===== config.mk =====
export PLATFORM = sky130hd
export DESIGN_NAME = tfn_queue
export DESIGN_NICKNAME = d
export VERILOG_FILES = /design/src/design/tfn_pkg.sv /design/src/design/tfn_queue.sv
export SDC_FILE = /design/constraint.sdc
export NUM_CORES = 1
export LEC_CHECK = 0
export ABC_AREA = 1
export ABC_CLOCK_PERIOD_IN_PS = 6700
export BUFFER_PORTS_ARGS = -buffer_cell sky130_fd_sc_hd__clkbuf_2
export CAP_MARGIN = 10
export CORE_AREA = 3 3 249 251
export DETAILED_ROUTE_END_ITERATION = 8
export DIE_AREA = 0 0 252 254
export MAX_ROUTING_LAYER = met4
export PLACE_DENSITY = 0.78
export SYNTH_ARGS = -nofsm -noshare
export SYNTH_HDL_FRONTEND = slang
export SYNTH_SLANG_ARGS = --single-unit

===== constraint.sdc =====
create_clock -name clk -period 6.7 [get_ports clk]
set_input_delay 0.335 -clock clk [delete_from_list [all_inputs] [get_ports clk]]
set_output_delay 0.335 -clock clk [all_outputs]
set_load 0.05 [all_outputs]

===== src/design/tfn_pkg.sv =====
// Shared types and constants for the triangle face normal unit.
// Holds the port item structs, the front-to-back item and the datapath widths.
// No dependencies.
package tfn_pkg;

  localparam int VERTEX_DEPTH_DEF = 1024;
  localparam int COORD_WIDTH_DEF  = 32;

  localparam int INDEX_W    = 10;
  localparam int COORD_IN_W = 32;
  localparam int NORMAL_W   = 16;

  // Front-to-back queue
  localparam int QUEUE_DEPTH = 4;
  localparam int QUEUE_LVL_W = $clog2(QUEUE_DEPTH + 1);

  // Datapath widths, sized for the widest coordinate
  localparam int EDGE_W     = COORD_IN_W + 1;
  localparam int PROD_W     = 2 * EDGE_W;
  localparam int MAG_W      = PROD_W + 1;
  localparam int SPLIT_W    = (MAG_W + 1) / 2;
  localparam int HI_W       = MAG_W - SPLIT_W;
  localparam int SQ_W       = 2 * MAG_W;
  localparam int SUM_W      = SQ_W + 2;
  localparam int FRAC_SHIFT = 28;
  localparam int NUM_W      = SQ_W + FRAC_SHIFT;
  localparam int NORM_BITS  = 15;
  localparam int Q_W        = NORM_BITS;
  localparam int ACC_W      = NUM_W;
  localparam int QS_W       = SUM_W + Q_W;
  localparam int CAND_W     = NUM_W + 6;

  typedef enum logic {
    REQ_LOAD     = 1'b0,
    REQ_TRIANGLE = 1'b1
  } req_kind_t;

  typedef struct packed {
    logic                         req_type;
    logic [INDEX_W-1:0]           vertex_index;
    logic signed [COORD_IN_W-1:0] coord_x;
    logic signed [COORD_IN_W-1:0] coord_y;
    logic signed [COORD_IN_W-1:0] coord_z;
    logic [INDEX_W-1:0]           corner_a;
    logic [INDEX_W-1:0]           corner_b;
    logic [INDEX_W-1:0]           corner_c;
  } in_item_t;

  typedef struct packed {
    logic [INDEX_W-1:0]         out_corner_a;
    logic [INDEX_W-1:0]         out_corner_b;
    logic [INDEX_W-1:0]         out_corner_c;
    logic signed [NORMAL_W-1:0] normal_x;
    logic signed [NORMAL_W-1:0] normal_y;
    logic signed [NORMAL_W-1:0] normal_z;
    logic                       degenerate;
  } out_item_t;

  typedef struct packed {
    logic [INDEX_W-1:0] a;
    logic [INDEX_W-1:0] b;
    logic [INDEX_W-1:0] c;
  } corners_t;

  // Edge vectors B-A and C-A, index 0 = x, 1 = y, 2 = z, two's complement
  typedef struct packed {
    corners_t              corners;
    logic [2:0][EDGE_W-1:0] e1;
    logic [2:0][EDGE_W-1:0] e2;
  } edge_item_t;

endpackage


===== src/design/tfn_queue.sv =====
// Short queue of edge items between the front and the back part.
// Depends on tfn_pkg.
module tfn_queue (
  input  logic                            clk,
  input  logic                            rst,
  input  logic                            push,
  input  tfn_pkg::edge_item_t             wr_item,
  input  logic                            pop,
  output tfn_pkg::edge_item_t             rd_item,
  output logic                            empty,
  output logic [tfn_pkg::QUEUE_LVL_W-1:0] level
);

  localparam int DEPTH = tfn_pkg::QUEUE_DEPTH;
  localparam int PTR_W = $clog2(DEPTH);

  tfn_pkg::edge_item_t slots [DEPTH];
  logic [PTR_W-1:0] wr_ptr, rd_ptr;

  assign empty   = (level == '0);
  assign rd_item = slots[rd_ptr];

  always_ff @(posedge clk) begin
    if (push) slots[wr_ptr] <= wr_item;
    if (rst) begin
      wr_ptr <= '0;
      rd_ptr <= '0;
      level  <= '0;
    end else begin
      if (push) wr_ptr <= (wr_ptr == PTR_W'(DEPTH - 1)) ? '0 : wr_ptr + 1'b1;
      if (pop)  rd_ptr <= (rd_ptr == PTR_W'(DEPTH - 1)) ? '0 : rd_ptr + 1'b1;
      if (push && !pop) level <= level + 1'b1;
      else if (pop && !push) level <= level - 1'b1;
    end
  end

endmodule


==> flow_summary.yaml <==
status:
  status: "completed"
grt:
  grt_max_degree: 261
  grt_pass1_wl_um: 126000
  grt.met3_usage_pct: 5.94
  grt-busiest-layer: "met2"
  grtUsageMet1_pct: 31.4
  grt_pass1_vias: 22700
  grt.total_usage_pct: 26.2
  antenna_found_initial: 7
  grt_overflow: 0
  grtUsageMet2_pct: 43.4
pwr:
  p_comb_share_pct: 14.8
  p_clk_share_pct: 35.2
  p_switching_mw: 3.67
  cellInternalPower_mw: 9.68
  power.share.switching_pct: 27.5
  powerDensity_mw_per_mm2: 319
  power_leakage_nw: 14.7
  vdd_drop_max_mv: 0.281
  total_power_mw: 13.3
  p_seq_share_pct: 50.0
flow_run:
  cap_violations: 0
cells_and_area:
  syn_to_final_growth_pct: 22.7
  nFillCells: 3635
  nets: 3148
  final_util_pct: 69.6
  stdcell_count: 3767
  ff_latch_area_mm2: 0.0276
  drive_gt1_share_pct: 20.3
  multi_input_area_mm2: 0.00564
sta:
  final.period_utilization_pct: 64.3
  skew_ns: 0.0202
  slew_headroom_pct: 3.80
  rsz0062_at_grt: "false"
  max_freq_ghz: 0.232
  worst_pin_slew_ns: 1.44
  setup_tns_ns: 0
  period_minus_slack_ns: 4.31
  finalSetupViolations: 0
  hold_violations: 0
  slew_viol_final: 0
min_path:
  min_path_cells: 3
  hold_end: "wr_ptr[1]"
  hp-class: "primary input to flip-flop"
  min-delay-start: "push"
routing:
  firstDrtPassIters: 6
  antenna_left: 0
  route.detailed.drc: 0
  first_iter_violations: 2407
  wire_per_inst_um: 22.1
  via_per_inst: 5.92
  routed_wirelength_um: 83200
  vias: 22300
clock_network:
  cts_buffers: 89
  cts_sinks: 921
  cts.htree.levels: 3
  clkTransAtPathRegs_ns: 0.06
  ctsLongestPathBuffers: 3
  tritoncts: "built"
  clockRootBuffer: "clkbuf_16"
  clk_latency_ns: 0.62
synthesis:
  yosysMostFrequentCell: "edfxtp_1"
  yosys-top-cells-count: "edfxtp_1 (912), nor2_1 (464), o21ai_0 (389), o22ai_1 (228), o21ai_1 (70)"
  synthesis.nets: 2502
  syn_area_mm2: 0.0341
  syn-mean-instance-area_um2: 15.1
  synth_top_area_share_pct: 80.3
  ys_seq_elements: 921
  synth_area_leaders: "edfxtp_1 (80%), o21ai_0 (5.7%), nor2_1 (5.1%)"
  synth_area_leader_cell: "edfxtp_1"
  synth_cell_types: 22
  seq_area_frac_synth_pct: 80.9
  yosys_warnings: 0
  synth_ff_type: "edfxtp_1"
  async_flop_share_pct: 0
  netlist_instances: 2263
  synth_edf_count: 912
critical_path:
  cp-start-kind: "flip-flop"
  end_kind: "primary output"
  rr_worst_depth: 5
  reg2reg_from: "wr_ptr[0]"
  r2r_slack_ns: 4.22
  reg2reg_to: "slots[2][142]"
  worstPathMaxFanout: 260
  critPathKind: "flip-flop to primary output"
  required_ns: 6.36
  cp.arrival_ns: 3.98
die:
  die_h_um: 254
  dieArea_mm2: 0.0640
  rows: 90
  ios: 464
  coreArea_mm2: 0.0601
  initial_core_util_pct: 56.7
  die_x_um: 252
placement:
  globalplace.congestion: 0.794
  portBuffers: 463
  dp_cells: 3370
  hpwlAfterDp_um: 42700
-- power groups by stage --
stage | registers, mW | logic [mW] | clock network, mW
floorplan | 6.81 | 1.30 | 0
global placement | 6.77 | 1.79 | 0
detailed placement | 6.78 | 1.83 | 0
CTS | 6.66 | 1.96 | 4.73
global route | 6.68 | 2.08 | 5.00
finish | 6.67 | 1.98 | 4.70
-- critical path: stages (launching register included) --
cell,delay (ns)
dfxtp_4,0.38
buf_4,0.77
buf_12,0.60
o21ai_0,0.38
o22ai_1,0.33
clkbuf_2,0.32
-- metrics by stage --
step	hold slack, ns	area, um^2	worst slack, ns
floorplan	0.407	34100	1.15
global placement	0.503	36800	3.38
detailed placement	0.540	36800	3.40
CTS	0.0355	41800	2.65
global route	0.0877	41800	2.36
finish	0.0892	41800	2.39
-- routing by layer --
metal / vias to the layer above / routed length (um)
met1: 11000 / 30500
met4: 0 / 2910
met3: 225 / 7430
li1: 9899 / -
met5: - / 0
met2: 1160 / 42300
-- cells by family after synthesis --
kind of cell             after synthesis  share of synthesized area, %
AND/OR/NAND/NOR                      477                          5.27
XOR/XNOR                               1                        0.0257
buffers and inverters                167                          2.59
AO/OA/AOI/OAI                        690                          11.0
flip-flops                           921                          80.9
adder cells (fa/ha/maj)                7                         0.279
-- worst max-delay path by stage --
| stage | to | from | slack [ns] | cells after the start |
|---|---|---|---|---|
| after global placement | rd_item[224] | flip-flop | 3.38 | 5 |
| after detailed placement | rd_item[65] | flip-flop | 3.40 | 5 |
| after floorplan | slots[3][0] | wr_ptr[0] | 1.15 | 3 |
| final | rd_item[130] | flip-flop | 2.39 | 5 |
| after CTS | rd_item[130] | flip-flop | 2.65 | 5 |
| after global routing | rd_item[130] | flip-flop | 2.36 | 5 |
-- flip-flops by register name (all words and copies together) (netlist names), named ones only --
name    cells
level       3
slots     912
rd_ptr      2
wr_ptr      2
-- cell usage in the layout (no fill, tap or decap), types with 3 or more instances in the layout --
cell / instances
a21oi_1: 3
buf_12: 6
buf_4: 7
bufinv_16: 4
clkbuf_1: 19
clkbuf_16: 90
clkbuf_2: 463
clkinv_1: 19
clkinv_2: 13
clkinvlp_4: 4
dfxtp_1: 7
diode_2: 10
dlygate4sd3_1: 230
edfxtp_1: 912
ha_1: 6
inv_1: 10
inv_6: 3
inv_8: 5
nand2_1: 8
nor2_1: 464
nor3_1: 3
o21ai_0: 389
o21ai_1: 70
o22ai_1: 228
-- final cells by class --
class | count | area share (%)
clock buffer | 109 | 5.55
tap | 782 | 2.34
clock inverter | 48 | 0.930
timing repair buffer | 706 | 11.5
inverter | 16 | 0.257
antenna | 10 | 0.0598
multi-input combinational | 1175 | 13.5
sequential | 921 | 65.9
-- repair_timing --
item | CTS | global route
hold buffers | 230 | 0
resized for setup | 0 | 0
setup buffers | 0 | 0
hold endpoints to repair | 918 | 0
(Power assumes the default switching activity.)
